<file path="src/rtl/fac_pkg.sv">
`timescale 1ns / 1ps
`default_nettype none
// ----------------------------------------------------------------------------
// fac_pkg: shared types and constants of the chunk allocator
// Field widths, action and status codes, controller states and the
// structures that travel along the row of chunk cells.
// ----------------------------------------------------------------------------
package fac_pkg;

    // Buffer size and the fixed field widths that follow from it.
    localparam int BUFFER_BYTES = 1024;
    localparam int SZ_W         = 11;
    localparam int ADR_W        = 10;
    localparam int ACT_W        = 2;
    localparam int IDXO_W       = 4;

    typedef enum logic [ACT_W-1:0] {
        ACT_LOAD   = 2'd0,
        ACT_ALLOC  = 2'd1,
        ACT_REINIT = 2'd2,
        ACT_NONE   = 2'd3
    } action_t;

    typedef enum logic [1:0] {
        ST_OK       = 2'd0,
        ST_NOFIT    = 2'd1,
        ST_FULL     = 2'd2,
        ST_OVERFLOW = 2'd3
    } status_t;

    typedef enum logic [1:0] {
        S_IDLE,
        S_WRITE,
        S_SWEEP,
        S_FINISH
    } state_t;

    // Command broadcast from the controller to every cell.
    typedef struct packed {
        logic            load_en;
        logic            clear_en;
        logic            fill_en;
        logic            search_en;
        logic [SZ_W-1:0] amount;
        logic [ADR_W-1:0] base;
        logic [SZ_W-1:0] fill_val;
    } cell_cmd_t;

    // Running result handed from one cell to the next during a sweep.
    // The hi candidate is the first fit at or after the search start,
    // the lo candidate the first fit before it.
    typedef struct packed {
        logic             found_hi;
        logic             found_lo;
        logic [SZ_W-1:0]  sum;
        logic [SZ_W-1:0]  max_all;
        logic [SZ_W-1:0]  max_ex_hi;
        logic [SZ_W-1:0]  max_ex_lo;
        logic [SZ_W-1:0]  tail_hi;
        logic [SZ_W-1:0]  tail_lo;
        logic [SZ_W-1:0]  fill_hi;
        logic [SZ_W-1:0]  fill_lo;
        logic [ADR_W-1:0] addr_hi;
        logic [ADR_W-1:0] addr_lo;
    } token_t;

endpackage : fac_pkg
`default_nettype wire

</file>
<file path="src/rtl/fac_cell.sv">
`timescale 1ns / 1ps
`default_nettype none
// ----------------------------------------------------------------------------
// fac_cell: one chunk cell of the allocator row
// Holds one chunk's capacity, fill level and base address, takes table
// writes from the controller and adds its own view to the sweep token.
// ----------------------------------------------------------------------------
module fac_cell #(
    parameter int CELL_IDX = 0,
    parameter int IDX_W    = 4,
    parameter int CNT_W    = 5
) (
    input  wire                     clk,
    input  fac_pkg::cell_cmd_t      cmd,
    input  wire  [IDX_W-1:0]        wr_idx,
    input  wire  [CNT_W-1:0]        total,
    input  wire  [IDX_W-1:0]        start_pos,
    input  fac_pkg::token_t         tok_in,
    input  wire  [IDX_W-1:0]        hi_idx_in,
    input  wire  [IDX_W-1:0]        lo_idx_in,
    output fac_pkg::token_t         tok_out,
    output logic [IDX_W-1:0]        hi_idx_out,
    output logic [IDX_W-1:0]        lo_idx_out
);
    import fac_pkg::*;

    localparam logic [IDX_W-1:0] MY_IDX = IDX_W'(CELL_IDX);
    localparam logic [CNT_W-1:0] MY_CNT = CNT_W'(CELL_IDX);

    logic [SZ_W-1:0]  cap_reg;
    logic [SZ_W-1:0]  fill_reg;
    logic [ADR_W-1:0] base_reg;
    token_t           tok_reg;
    token_t           tok_next;
    logic [IDX_W-1:0] hi_idx_reg;
    logic [IDX_W-1:0] hi_idx_next;
    logic [IDX_W-1:0] lo_idx_reg;
    logic [IDX_W-1:0] lo_idx_next;

    logic             active;
    logic             selected;
    logic [SZ_W-1:0]  tail;
    logic [SZ_W-1:0]  tail_act;
    logic             fits;
    logic             in_hi;
    logic             take_hi;
    logic             take_lo;

    assign active   = MY_CNT < total;
    assign selected = wr_idx == MY_IDX;

    // Chunk storage: load writes a fresh chunk, allocation updates the fill
    // level, reinitialization empties every loaded chunk.
    always_ff @(posedge clk)
    begin
        if (cmd.load_en && selected)
        begin
            cap_reg  <= cmd.amount;
            fill_reg <= '0;
            base_reg <= cmd.base;
        end
        else if (cmd.fill_en && selected)
        begin
            fill_reg <= cmd.fill_val;
        end
        else if (cmd.clear_en && active)
        begin
            fill_reg <= '0;
        end
    end

    // Free tail of this chunk and whether the request fits in it.
    assign tail     = cap_reg - fill_reg;
    assign tail_act = active ? tail : '0;
    assign fits     = cmd.search_en && active && (tail >= cmd.amount);
    assign in_hi    = MY_IDX >= start_pos;
    assign take_hi  = fits && in_hi && !tok_in.found_hi;
    assign take_lo  = fits && !in_hi && !tok_in.found_lo;

    // Fold this chunk into the running totals and candidate choice.
    always_comb
    begin
        tok_next     = tok_in;
        hi_idx_next  = hi_idx_in;
        lo_idx_next  = lo_idx_in;
        tok_next.sum = tok_in.sum + tail_act;
        if (tail_act > tok_in.max_all)
        begin
            tok_next.max_all = tail_act;
        end
        if (!take_hi && (tail_act > tok_in.max_ex_hi))
        begin
            tok_next.max_ex_hi = tail_act;
        end
        if (!take_lo && (tail_act > tok_in.max_ex_lo))
        begin
            tok_next.max_ex_lo = tail_act;
        end
        if (take_hi)
        begin
            tok_next.found_hi = 1'b1;
            tok_next.tail_hi  = tail;
            tok_next.fill_hi  = fill_reg + cmd.amount;
            tok_next.addr_hi  = base_reg + fill_reg[ADR_W-1:0];
            hi_idx_next       = MY_IDX;
        end
        if (take_lo)
        begin
            tok_next.found_lo = 1'b1;
            tok_next.tail_lo  = tail;
            tok_next.fill_lo  = fill_reg + cmd.amount;
            tok_next.addr_lo  = base_reg + fill_reg[ADR_W-1:0];
            lo_idx_next       = MY_IDX;
        end
    end

    // Hand the token on to the next cell.
    always_ff @(posedge clk)
    begin
        tok_reg    <= tok_next;
        hi_idx_reg <= hi_idx_next;
        lo_idx_reg <= lo_idx_next;
    end

    assign tok_out    = tok_reg;
    assign hi_idx_out = hi_idx_reg;
    assign lo_idx_out = lo_idx_reg;

endmodule : fac_cell
`default_nettype wire

</file>
<file path="src/rtl/fit_allocator_over_chunks.sv">
`timescale 1ns / 1ps
`default_nettype none
// ----------------------------------------------------------------------------
// fit_allocator_over_chunks: first fit / next fit allocator over chunks
// Controller and a row of chunk cells that sweep the table once per item.
// ----------------------------------------------------------------------------
// Usage:
//   Raise start with action and amount while busy is low; the item is taken
//   at that clock edge and busy rises on the next cycle. Action 0 appends a
//   chunk, 1 allocates amount bytes, 2 empties every chunk, 3 only reports.
//   Each item gives exactly one result: done is high for one cycle with
//   status, address, chunk_index, free_total and free_largest valid. The
//   receiver cannot hold results off; a result is simply shown once.
//   The S_WRITE state writes the table, a token then walks the row of
//   MAX_CHUNKS cells one cell per cycle in S_SWEEP, and S_FINISH picks the
//   chunk, updates its fill level and registers the result. A new item can
//   be started in the cycle that done is shown; no item is taken while
//   busy is high, so one item is through before the next is started.
//   fit_mode is written through cfg_we and cfg_wdata: 0 first fit, 1 next
//   fit. The user writes it only while the block is idle; the block itself
//   does not enforce this.
//   Reset empties the chunk table, clears the next fit position and selects
//   first fit; no clearing pass is needed.
// ----------------------------------------------------------------------------
module fit_allocator_over_chunks #(
    parameter int MAX_CHUNKS = 16
) (
    input  wire                            clk,
    input  wire                            rst_n,
    input  wire                            start,
    input  wire  [fac_pkg::ACT_W-1:0]      action,
    input  wire  [fac_pkg::SZ_W-1:0]       amount,
    output logic                           busy,
    output logic                           done,
    output logic [1:0]                     status,
    output logic [fac_pkg::ADR_W-1:0]      address,
    output logic [fac_pkg::IDXO_W-1:0]     chunk_index,
    output logic [fac_pkg::SZ_W-1:0]       free_total,
    output logic [fac_pkg::SZ_W-1:0]       free_largest,
    input  wire                            cfg_we,
    input  wire                            cfg_wdata
);
    import fac_pkg::*;

    localparam int IDX_W = (MAX_CHUNKS > 1) ? $clog2(MAX_CHUNKS) : 1;
    localparam int CNT_W = $clog2(MAX_CHUNKS + 1);
    localparam logic [CNT_W-1:0] TOTAL_MAX = CNT_W'(MAX_CHUNKS);
    localparam logic [IDX_W-1:0] LAST_CELL = IDX_W'(MAX_CHUNKS - 1);
    localparam logic [SZ_W:0]    BUF_LIMIT = (SZ_W + 1)'(BUFFER_BYTES);

    // Control state.
    state_t           state_reg;
    state_t           state_next;
    logic [CNT_W-1:0] total_reg;
    logic [CNT_W-1:0] total_next;
    logic [SZ_W-1:0]  layout_reg;
    logic [SZ_W-1:0]  layout_next;
    logic [IDX_W-1:0] search_pos_reg;
    logic [IDX_W-1:0] search_pos_next;
    logic             mode_reg;
    logic [IDX_W-1:0] cnt_reg;
    logic [IDX_W-1:0] cnt_next;
    logic             done_reg;
    logic             done_next;

    // Item and result payload.
    action_t          act_reg;
    logic [SZ_W-1:0]  amt_reg;
    status_t          res_status_reg;
    status_t          res_status_next;
    logic [ADR_W-1:0] res_addr_reg;
    logic [ADR_W-1:0] res_addr_next;
    logic [IDX_W-1:0] res_idx_reg;
    logic [IDX_W-1:0] res_idx_next;
    status_t          out_status_reg;
    status_t          out_status_next;
    logic [ADR_W-1:0] out_addr_reg;
    logic [ADR_W-1:0] out_addr_next;
    logic [IDX_W-1:0] out_idx_reg;
    logic [IDX_W-1:0] out_idx_next;
    logic [SZ_W-1:0]  out_total_reg;
    logic [SZ_W-1:0]  out_total_next;
    logic [SZ_W-1:0]  out_max_reg;
    logic [SZ_W-1:0]  out_max_next;

    // Cell row connections.
    cell_cmd_t        cmd;
    logic [IDX_W-1:0] wr_idx;
    logic [IDX_W-1:0] start_pos;
    token_t           tok_chain [MAX_CHUNKS+1];
    logic [IDX_W-1:0] hi_chain  [MAX_CHUNKS+1];
    logic [IDX_W-1:0] lo_chain  [MAX_CHUNKS+1];
    token_t           tok_last;

    // Winner selection at the end of the sweep.
    logic             found;
    logic [SZ_W-1:0]  w_tail;
    logic [SZ_W-1:0]  w_maxex;
    logic [SZ_W-1:0]  w_fill;
    logic [ADR_W-1:0] w_addr;
    logic [IDX_W-1:0] w_idx;
    logic [SZ_W-1:0]  new_tail;
    logic [SZ_W:0]    load_end;
    logic [IDX_W+IDXO_W-1:0] idx_ext;

    assign tok_last  = tok_chain[MAX_CHUNKS];
    assign load_end  = {1'b0, layout_reg} + {1'b0, amt_reg};
    assign start_pos = (mode_reg && (CNT_W'(search_pos_reg) < total_reg))
                       ? search_pos_reg : '0;

    // Next fit prefers the first fit at or after the start, then wraps.
    assign found    = tok_last.found_hi || tok_last.found_lo;
    assign w_tail   = tok_last.found_hi ? tok_last.tail_hi   : tok_last.tail_lo;
    assign w_maxex  = tok_last.found_hi ? tok_last.max_ex_hi : tok_last.max_ex_lo;
    assign w_fill   = tok_last.found_hi ? tok_last.fill_hi   : tok_last.fill_lo;
    assign w_addr   = tok_last.found_hi ? tok_last.addr_hi   : tok_last.addr_lo;
    assign w_idx    = tok_last.found_hi ? hi_chain[MAX_CHUNKS] : lo_chain[MAX_CHUNKS];
    assign new_tail = w_tail - amt_reg;

    // Next state, table commands and result assembly.
    always_comb
    begin
        state_next      = state_reg;
        total_next      = total_reg;
        layout_next     = layout_reg;
        search_pos_next = search_pos_reg;
        cnt_next        = cnt_reg;
        done_next       = 1'b0;
        res_status_next = res_status_reg;
        res_addr_next   = res_addr_reg;
        res_idx_next    = res_idx_reg;
        out_status_next = out_status_reg;
        out_addr_next   = out_addr_reg;
        out_idx_next    = out_idx_reg;
        out_total_next  = out_total_reg;
        out_max_next    = out_max_reg;
        cmd             = '0;
        cmd.amount      = amt_reg;
        cmd.base        = layout_reg[ADR_W-1:0];
        wr_idx          = '0;

        unique case (state_reg)
            S_IDLE:
            begin
                if (start)
                begin
                    state_next = S_WRITE;
                end
            end

            S_WRITE:
            begin
                res_status_next = ST_OK;
                res_addr_next   = '0;
                res_idx_next    = '0;
                if (act_reg == ACT_LOAD)
                begin
                    if (total_reg == TOTAL_MAX)
                    begin
                        res_status_next = ST_FULL;
                    end
                    else if (load_end > BUF_LIMIT)
                    begin
                        res_status_next = ST_OVERFLOW;
                    end
                    else
                    begin
                        cmd.load_en   = 1'b1;
                        wr_idx        = total_reg[IDX_W-1:0];
                        total_next    = total_reg + 1'b1;
                        layout_next   = load_end[SZ_W-1:0];
                        res_addr_next = layout_reg[ADR_W-1:0];
                        res_idx_next  = total_reg[IDX_W-1:0];
                    end
                end
                else if (act_reg == ACT_REINIT)
                begin
                    cmd.clear_en = 1'b1;
                end
                cnt_next   = '0;
                state_next = S_SWEEP;
            end

            S_SWEEP:
            begin
                cmd.search_en = (act_reg == ACT_ALLOC);
                cnt_next      = cnt_reg + 1'b1;
                if (cnt_reg == LAST_CELL)
                begin
                    state_next = S_FINISH;
                end
            end

            S_FINISH:
            begin
                out_status_next = res_status_reg;
                out_addr_next   = res_addr_reg;
                out_idx_next    = res_idx_reg;
                out_total_next  = tok_last.sum;
                out_max_next    = tok_last.max_all;
                if (act_reg == ACT_ALLOC)
                begin
                    if (found)
                    begin
                        cmd.fill_en     = 1'b1;
                        cmd.fill_val    = w_fill;
                        wr_idx          = w_idx;
                        out_status_next = ST_OK;
                        out_addr_next   = w_addr;
                        out_idx_next    = w_idx;
                        out_total_next  = tok_last.sum - amt_reg;
                        out_max_next    = (w_maxex > new_tail) ? w_maxex : new_tail;
                        if (mode_reg)
                        begin
                            search_pos_next = w_idx;
                        end
                    end
                    else
                    begin
                        out_status_next = ST_NOFIT;
                        out_addr_next   = '0;
                        out_idx_next    = '0;
                    end
                end
                done_next  = 1'b1;
                state_next = S_IDLE;
            end

            default:
            begin
                state_next = S_IDLE;
            end
        endcase
    end

    // Control registers.
    always_ff @(posedge clk or negedge rst_n)
    begin
        if (!rst_n)
        begin
            state_reg      <= S_IDLE;
            total_reg      <= '0;
            layout_reg     <= '0;
            search_pos_reg <= '0;
            mode_reg       <= 1'b0;
            cnt_reg        <= '0;
            done_reg       <= 1'b0;
        end
        else
        begin
            state_reg      <= state_next;
            total_reg      <= total_next;
            layout_reg     <= layout_next;
            search_pos_reg <= search_pos_next;
            cnt_reg        <= cnt_next;
            done_reg       <= done_next;
            if (cfg_we)
            begin
                mode_reg <= cfg_wdata;
            end
        end
    end

    // Payload registers.
    always_ff @(posedge clk)
    begin
        if (start && !busy)
        begin
            act_reg <= action_t'(action);
            amt_reg <= amount;
        end
        res_status_reg <= res_status_next;
        res_addr_reg   <= res_addr_next;
        res_idx_reg    <= res_idx_next;
        out_status_reg <= out_status_next;
        out_addr_reg   <= out_addr_next;
        out_idx_reg    <= out_idx_next;
        out_total_reg  <= out_total_next;
        out_max_reg    <= out_max_next;
    end

    // Row of chunk cells; the token enters empty at the first cell.
    assign tok_chain[0] = '0;
    assign hi_chain[0]  = '0;
    assign lo_chain[0]  = '0;

    for (genvar g = 0; g < MAX_CHUNKS; g++)
    begin : g_cell
        fac_cell #(
            .CELL_IDX (g),
            .IDX_W    (IDX_W),
            .CNT_W    (CNT_W)
        ) u_cell (
            .clk        (clk),
            .cmd        (cmd),
            .wr_idx     (wr_idx),
            .total      (total_reg),
            .start_pos  (start_pos),
            .tok_in     (tok_chain[g]),
            .hi_idx_in  (hi_chain[g]),
            .lo_idx_in  (lo_chain[g]),
            .tok_out    (tok_chain[g+1]),
            .hi_idx_out (hi_chain[g+1]),
            .lo_idx_out (lo_chain[g+1])
        );
    end

    // Outputs.
    assign idx_ext      = {{IDXO_W{1'b0}}, out_idx_reg};
    assign busy         = (state_reg != S_IDLE);
    assign done         = done_reg;
    assign status       = out_status_reg;
    assign address      = out_addr_reg;
    assign chunk_index  = idx_ext[IDXO_W-1:0];
    assign free_total   = out_total_reg;
    assign free_largest = out_max_reg;

endmodule : fit_allocator_over_chunks
`default_nettype wire
</file>
<file path="config.mk">
export PLATFORM = sky130hd
export DESIGN_NAME = fit_allocator_over_chunks
export DESIGN_NICKNAME = d
export VERILOG_FILES = /design/src/rtl/fac_pkg.sv /design/src/rtl/fac_cell.sv /design/src/rtl/fit_allocator_over_chunks.sv
export SDC_FILE = /design/constraint.sdc
export NUM_CORES = 2
export LEC_CHECK = 0
export BUFFER_PORTS_ARGS = -buffer_cell sky130_fd_sc_hd__buf_2
export CELL_PAD_IN_SITES_DETAIL_PLACEMENT = 1
export CELL_PAD_IN_SITES_GLOBAL_PLACEMENT = 1
export CORE_ASPECT_RATIO = 0.9
export CORE_MARGIN = 5
export CORE_UTILIZATION = 35
export CTS_CLUSTER_SIZE = 14
export DETAILED_ROUTE_END_ITERATION = 6
export MAX_ROUTING_LAYER = met4
export PLACE_DENSITY = 0.68
export SLEW_MARGIN = 15
export SYNTH_ARGS = -nofsm -noshare
export SYNTH_HDL_FRONTEND = slang
export SYNTH_SLANG_ARGS = --single-unit
</file>
<file path="constraint.sdc">
create_clock -name clk -period 6.23 [get_ports clk]
set_input_delay 0.9345 -clock clk [delete_from_list [all_inputs] [get_ports clk]]
set_output_delay 0.9345 -clock clk [all_outputs]
set_load 0.1 [all_outputs]
</file>
# --- After elaboration in Yosys (flattened, before gate mapping) ---
# Index checks and enable logic that the tools add are counted.
op_classes:
  eq_ne: 24
  n_lt_le_gt_ge: 97
  reduce_logical: 282
  addsub: 68
  muxes: 229
  bitwise: 3
ops:
  columns: ["cell", "count"]
  rows:
  - ["$mux W11", 164]
  - ["$gt A11 B11 Y1", 46]
  - ["$add A11 B11 Y11", 31]
  - ["$mux W10", 33]
  - ["$sub A11 B11 Y11", 18]
  - ["$ge A11 B11 Y1", 16]
  - ["$logic_and A1 B1 Y1", 176]
  - ["$add A10 B10 Y10", 16]
  - ["$logic_not A1 Y1", 79]
  - ["$lt A4 B5 Y1 const A", 8]
  - ["$eq A4 B4 Y1 const B", 9]
  - ["$reduce_bool A2 Y1", 18]
  - ["$ge A4 B4 Y1 const A", 8]
  - ["$mux W4", 8]
  - ["$lt A3 B5 Y1 const A", 4]
  - ["$eq A4 B3 Y1 const B", 4]
  - ["$ge A3 B4 Y1 const A", 4]
  - ["$pmux W4 S2", 2]
  - ["$mux W1", 15]
  - ["$add A11 B11 Y12", 1]
  - ["$gt A12 B11 Y1 const B", 1]
  - ["$mux W2", 6]
  - ["$gt A11 B1 Y1 const B", 1]
  - ["$lt A1 B5 Y1 const A", 2]
  - ["21 further kinds", 33]
totals:
  inputBits: 18
  elab_cells: 991
  out_inout_bits: 40
  ff_bits: 2465

# --- Depth between registers and ports, before layout ---
logic_depth:
  ltp_word: 10
  depth_mapped: 26
  mapped_depth_nobuf: 24

# --- Modules after synthesis ---
# A second synthesis with hierarchy kept.
unflattened:
  cells_unflattened: 12049
  hier_area_um2: 128243.0
modules_own_cells:
  columns: ["mod", "instances", "cells_each", "seq_area_each_um2", "area_each_um2"]
  rows:
  - ["fac_cell at g_cell[12].u_cell", 1, 726, 3213.1, 7873.8]
  - ["fac_cell at g_cell[7].u_cell", 1, 734, 3213.1, 7822.5]
  - ["fac_cell at g_cell[11].u_cell", 1, 721, 3213.1, 7821.3]
  - ["fac_cell at g_cell[3].u_cell", 1, 719, 3213.1, 7764.9]
  - ["fac_cell at g_cell[14].u_cell", 1, 729, 3213.1, 7702.4]
  - ["fac_cell at g_cell[5].u_cell", 1, 718, 3213.1, 7689.9]
  - ["fac_cell at g_cell[6].u_cell", 1, 720, 3213.1, 7651.1]
  - ["fac_cell at g_cell[1].u_cell", 1, 719, 3213.1, 7627.3]
  - ["fac_cell at g_cell[4].u_cell", 1, 697, 3213.1, 7597.3]
  - ["fac_cell at g_cell[13].u_cell", 1, 698, 3213.1, 7561.0]
  - ["fac_cell at g_cell[10].u_cell", 1, 704, 3213.1, 7539.7]
  - ["fac_cell at g_cell[9].u_cell", 1, 715, 3213.1, 7533.5]
  - ["fac_cell at g_cell[2].u_cell", 1, 703, 3213.1, 7523.5]
  - ["fac_cell at g_cell[8].u_cell", 1, 705, 3213.1, 7521.0]
  - ["3 more rows", null, null, null, null]

# --- Least setup slack after synthesis ---
# Ideal clock, no wire load.
synth_timing:
  path_type: "register -> register"
  from: "register amt_reg[1]"
  to: "register g_cell[9].u_cell.base_reg[0] (enable)"
  synth_period_minus_slack_ps: 5705
  setup_slack_ps: 525
  required_time_ps: 5836
  path_buffers: 1
  stages_incl_launch_ff: 13
  t_arrival_ps: 5311
  setup_ps: 394
  cell_sequence: "edfxtp_1 -> inv_1 -> fa_1 -> nand2b_1 -> a21o_1 -> a311o_1 -> nor4_1 -> nand4b_1 -> a21o_1 -> o21ai_0 -> nand2_1 -> nor2_1 -> clkbuf_1"
synth_via:
  elab_chain_len: 8
  word_cells_on_any_way: 12
  classes_between: "add/sub: 1; order compare: 1; eq/ne: 1; mux: 8; reduce/logical: 1"
synth_rtl:
  columns: ["element", "line", "text"]
  rows:
  - ["start, declared", "fit_allocator_over_chunks.sv:68", "logic [SZ_W-1:0] amt_reg;"]
  - ["start signal, assigned", "fit_allocator_over_chunks.sv:270", "amt_reg <= amount;"]
  - ["$add A11 B11 Y12 *", "fit_allocator_over_chunks.sv:107", "assign load_end = {1'b0, layout_reg} + {1'b0, amt_reg};"]
  - ["$gt A12 B11 Y1 *", "fit_allocator_over_chunks.sv:162", "else if (load_end > BUF_LIMIT)"]
  - ["$mux W4", "fit_allocator_over_chunks.sv:162", null]
  - ["$mux W4", "fit_allocator_over_chunks.sv:158", "if (total_reg == TOTAL_MAX)"]
  - ["$mux W4", "fit_allocator_over_chunks.sv:156", "if (act_reg == ACT_LOAD)"]
  - ["$pmux W4 S2", "fit_allocator_over_chunks.sv:142", "unique case (state_reg)"]
  - ["$eq A4 B4 Y1", "fac_cell.sv:50", "assign selected = wr_idx == MY_IDX;"]
  - ["$logic_and A1 B1 Y1 *", "fac_cell.sv:56", "if (cmd.load_en && selected)"]
  - ["end signal, assigned", "fac_cell.sv:60", "base_reg <= cmd.base;"]
  - ["end, declared", "fac_cell.sv:32", "logic [ADR_W-1:0] base_reg;"]
# Every way passes the cells marked *; elsewhere a longest branch is shown, timed or not.
# A chain may end at the register's enable or synchronous reset.

==> results.toml <==
[outcome]
outcome = "finished with violations"
failing_checks = "DRC"

[floorplan]
fp-row-count = 203
design.portCount = 58
floorplan.core_area_sq_um = 341000
design.die.area_sq_um = 354000
die_h_microns = 565
chipWidth_microns = 627
initial_core_utilization = 0.352

[synth]
post_synth_top_flop = "sky130_fd_sc_hd__dfxtp_1"
synth.top_cell.area_share = 0.340
yosys_warnings = 0
post_synth_num_cell_types = 81
synth_edf_count = 403
mappedNetlistNets = 12999
seq_area_frac_synth = 0.446
syn-instance-count = 11577
post_synth_main_area_contributors = "sky130_fd_sc_hd__dfxtp_1, sky130_fd_sc_hd__ha_1, sky130_fd_sc_hd__edfxtp_1"
avgSynthCellArea_sq_um = 10.4
synth_top_cells_by_count = "sky130_fd_sc_hd__dfxtp_1, sky130_fd_sc_hd__ha_1, sky130_fd_sc_hd__inv_1"
async_sr_flop_fraction = 0.0114
ys_seq_elements = 2465
synth.cell_area_sq_um = 120000
synth_largest_area_cell = "sky130_fd_sc_hd__dfxtp_1"
synthMostInstantiatedCell = "sky130_fd_sc_hd__dfxtp_1"

[global_routing]
grt_first_pass_wirelength_mm = 614
track_usage = 0.242
grt_antenna_before_repair = 46
vias_in_the_first_global_route = 90337
largest_net_degree_at_the_start_of_global_routing = 63
gr-total-overflow = 0

[cts]
worstSkewPairLatency_ns = 0.88
cts_hold_buffers = 0
deepest_clock_path_buffer_count = 4
cts_post_setup_buffers_inserted = 0
cts-buffers-inserted = 268
tritoncts = "yes"
clk_pin_slew_worst_paths_ns = 0.06
clkSinkCount = 2465
h-tree-depth = 5
ctsResizeCount = 0
clock-root-buffer = "sky130_fd_sc_hd__clkbuf_16"

[detailed_routing]
avgViaCountPerCell = 5.28
wl_met3_mm = 25.7
m1_wl_mm = 185
routed-wl-met2_mm = 202
dr_total_vias = 87627
drt-initial-drc-count = 6829
routed_wirelength_mm = 430
drt-pass1-iter-count = 7
remaining_drc_errors = 2
uppermost_routed_layer = "met4"
ant_nets = 0
wire_per_inst_microns = 26.0

[worst_setup_path]
cp-startpoint = "g_cell[8].u_cell.cap_reg[0]"
crit_cells = 23
worst-path-buf-inv = 3
cp.required_ns = 6.95
ff2ff_setup_slack_ns = 0.86
setup.worst_path.class = "reg2reg"
timing.reg2reg.worst_path_depth = 23
timing.critical_path.fanout_max = 17
cp_slowest_stage_delay_ns = 0.47
crit_top_cell = "sky130_fd_sc_hd__a21oi_1"
rr_endpoint = "g_cell[8].u_cell.tok_out[84]"
worstSetupEndpointType = "flop"
worst_r2r_startpoint = "g_cell[8].u_cell.cap_reg[0]"
cell_at_the_slowest_stage_of_the_critical_path = "sky130_fd_sc_hd__or2_2"
critPathTopFamily = "compound AO/OA/AOI/OAI gates"
worstPathCellList = "inv_1, ha_1, inv_1, fa_1, a21o_1, a21oi_1, o21ai_0, a21oi_1, o21ai_0, a21o_1, a21oi_1, xnor2_1, inv_1, ha_1, nand2_1, nand2_1, nor2_1, or4_1, a21oi_1, o21ai_0, or2_2, nand3_1, mux2_2"
endpoint = "g_cell[8].u_cell.tok_out[84]"
worst-endpoint-arrival_ns = 6.09
crit_path_start_kind = "flop"

[sta]
setup_viol = 0
skew_ns = 0.0596
max_freq_mhz = 186
worst_slack_ns = 0.863
tns_ns = 0
worst_case_headroom_to_the_max_slew_limit = 0.206
fin_crit_sh = 0.861
hold_viol_final = 0
timing.final.crit_period_ns = 5.37
final-max-slew-violation-count = 0
worstMarginPinSlew_ns = 1.19
grt_setup_unrepaired = "false"

[final_layout]
drive_gt1_frac = 0.161
largest_register_ffs = 1760
design.final.nets = 13269
area.growth.synth_to_final_pct = 13.2

[min_path]
worstHoldPathType = "in2async"

[pwr]
p_int_uw = 34900
power.clock.fraction = 0.308
pwr_density_cell_nw_per_um2 = 389
net-switching-power_uw = 18000
part_of_the_power_in_registers = 0.387
pnr_total_power_uw = 52800
static-leakage-power_uw = 0.0587
max-vdd-ir-drop_mv = 0.247
power.switching_fraction = 0.340
comb_power_frac = 0.305

[run]
cap_violations = 0

[placement]
port_buffers = 57
pre_cts_slack_ns = 0.961
routabilityCongestion = 0.917
dp_hpwl_mm = 323
-- how the worst min path moves through the flow --
stage                                          startpoint                               to  slack, ns
after detailed placement    g_cell[14].u_cell.tok_out[45]    g_cell[15].u_cell.tok_out[45]       0.31
final                                               rst_n                         mode_reg       0.14
after global routing                                rst_n                         mode_reg       0.15
after global placement      g_cell[14].u_cell.tok_out[23]    g_cell[15].u_cell.tok_out[23]       0.31
after floorplan           g_cell[14].u_cell.lo_idx_out[0]  g_cell[15].u_cell.lo_idx_out[0]       0.31
after CTS                                           rst_n                     total_reg[3]       0.11
-- metrics by stage --
stage | cell area [sq um] | utilization | cells | hold slack (ns)
final | 136000 | 0.398 | 16587 | 0.139
after global routing | 136000 | 0.398 | 16581 | 0.146
after CTS | 136000 | 0.398 | 16569 | 0.106
after detailed placement | 127000 | 0.372 | 16087 | 0.313
after global placement | 127000 | 0.372 | 16087 | 0.310
after floorplan | 120000 | - | 11577 | 0.310
-- power groups by stage --
stage | logic, uW | clock network (uW) | registers [uW]
floorplan | 10800 | 0 | 20300
global placement | 15600 | 0 | 20800
detailed placement | 15800 | 0 | 20800
CTS | 16000 | 16500 | 20500
global route | 17500 | 17200 | 20600
finish | 16100 | 16300 | 20500
-- cell type report --
type | instances | area [sq um]
fillers | 37741 | 205000
clock inverters | 94 | 897
multi-input cells | 7596 | 60800
diodes | 18 | 45.0
inverters | 1201 | 4510
flip-flops and latches | 2465 | 53500
well taps | 4510 | 5640
repair buffers | 315 | 2260
clock buffers | 388 | 7970
-- metal layers --
layer,vias to the layer above,GRT usage
li1,40822,-
met1,43566,0.305
met2,2436,0.399
met3,803,0.0345
met4,0,0.0837
met5,-,-
-- placed cells by master (no fill, tap or decap), types with 66 or more instances in the layout --
cell	count
sky130_fd_sc_hd__ha_1	1337
sky130_fd_sc_hd__o21bai_1	120
sky130_fd_sc_hd__o21ai_0	633
sky130_fd_sc_hd__nand4_1	143
sky130_fd_sc_hd__nor2_1	439
sky130_fd_sc_hd__mux2i_1	111
sky130_fd_sc_hd__dfxtp_1	2033
sky130_fd_sc_hd__a21oi_1	623
sky130_fd_sc_hd__xnor2_1	354
sky130_fd_sc_hd__clkbuf_16	284
sky130_fd_sc_hd__a21o_1	216
sky130_fd_sc_hd__and2_1	81
sky130_fd_sc_hd__buf_4	255
sky130_fd_sc_hd__mux2_2	1074
sky130_fd_sc_hd__inv_1	1189
sky130_fd_sc_hd__nand2_1	672
sky130_fd_sc_hd__nand2b_1	203
sky130_fd_sc_hd__xor2_1	182
sky130_fd_sc_hd__nand3_1	236
sky130_fd_sc_hd__o21a_1	186
sky130_fd_sc_hd__nor2b_1	205
sky130_fd_sc_hd__edfxtp_1	403
sky130_fd_sc_hd__fa_1	66
sky130_fd_sc_hd__nor3_1	89
-- cell families (layout without fill, tap and decap cells) --
family	Yosys count	in the layout	synth area share
AO/OA/AOI/OAI	2113	2113	0.108
XOR/XNOR	536	536	0.0392
adder cells (fa/ha/maj)	1404	1404	0.151
buffers and inverters	1516	1998	0.0477
flip-flops	2465	2465	0.446
multiplexers	1187	1187	0.110
other	0	18	0
AND/OR/NAND/NOR	2356	2356	0.0977
(Power assumes the default switching activity.)
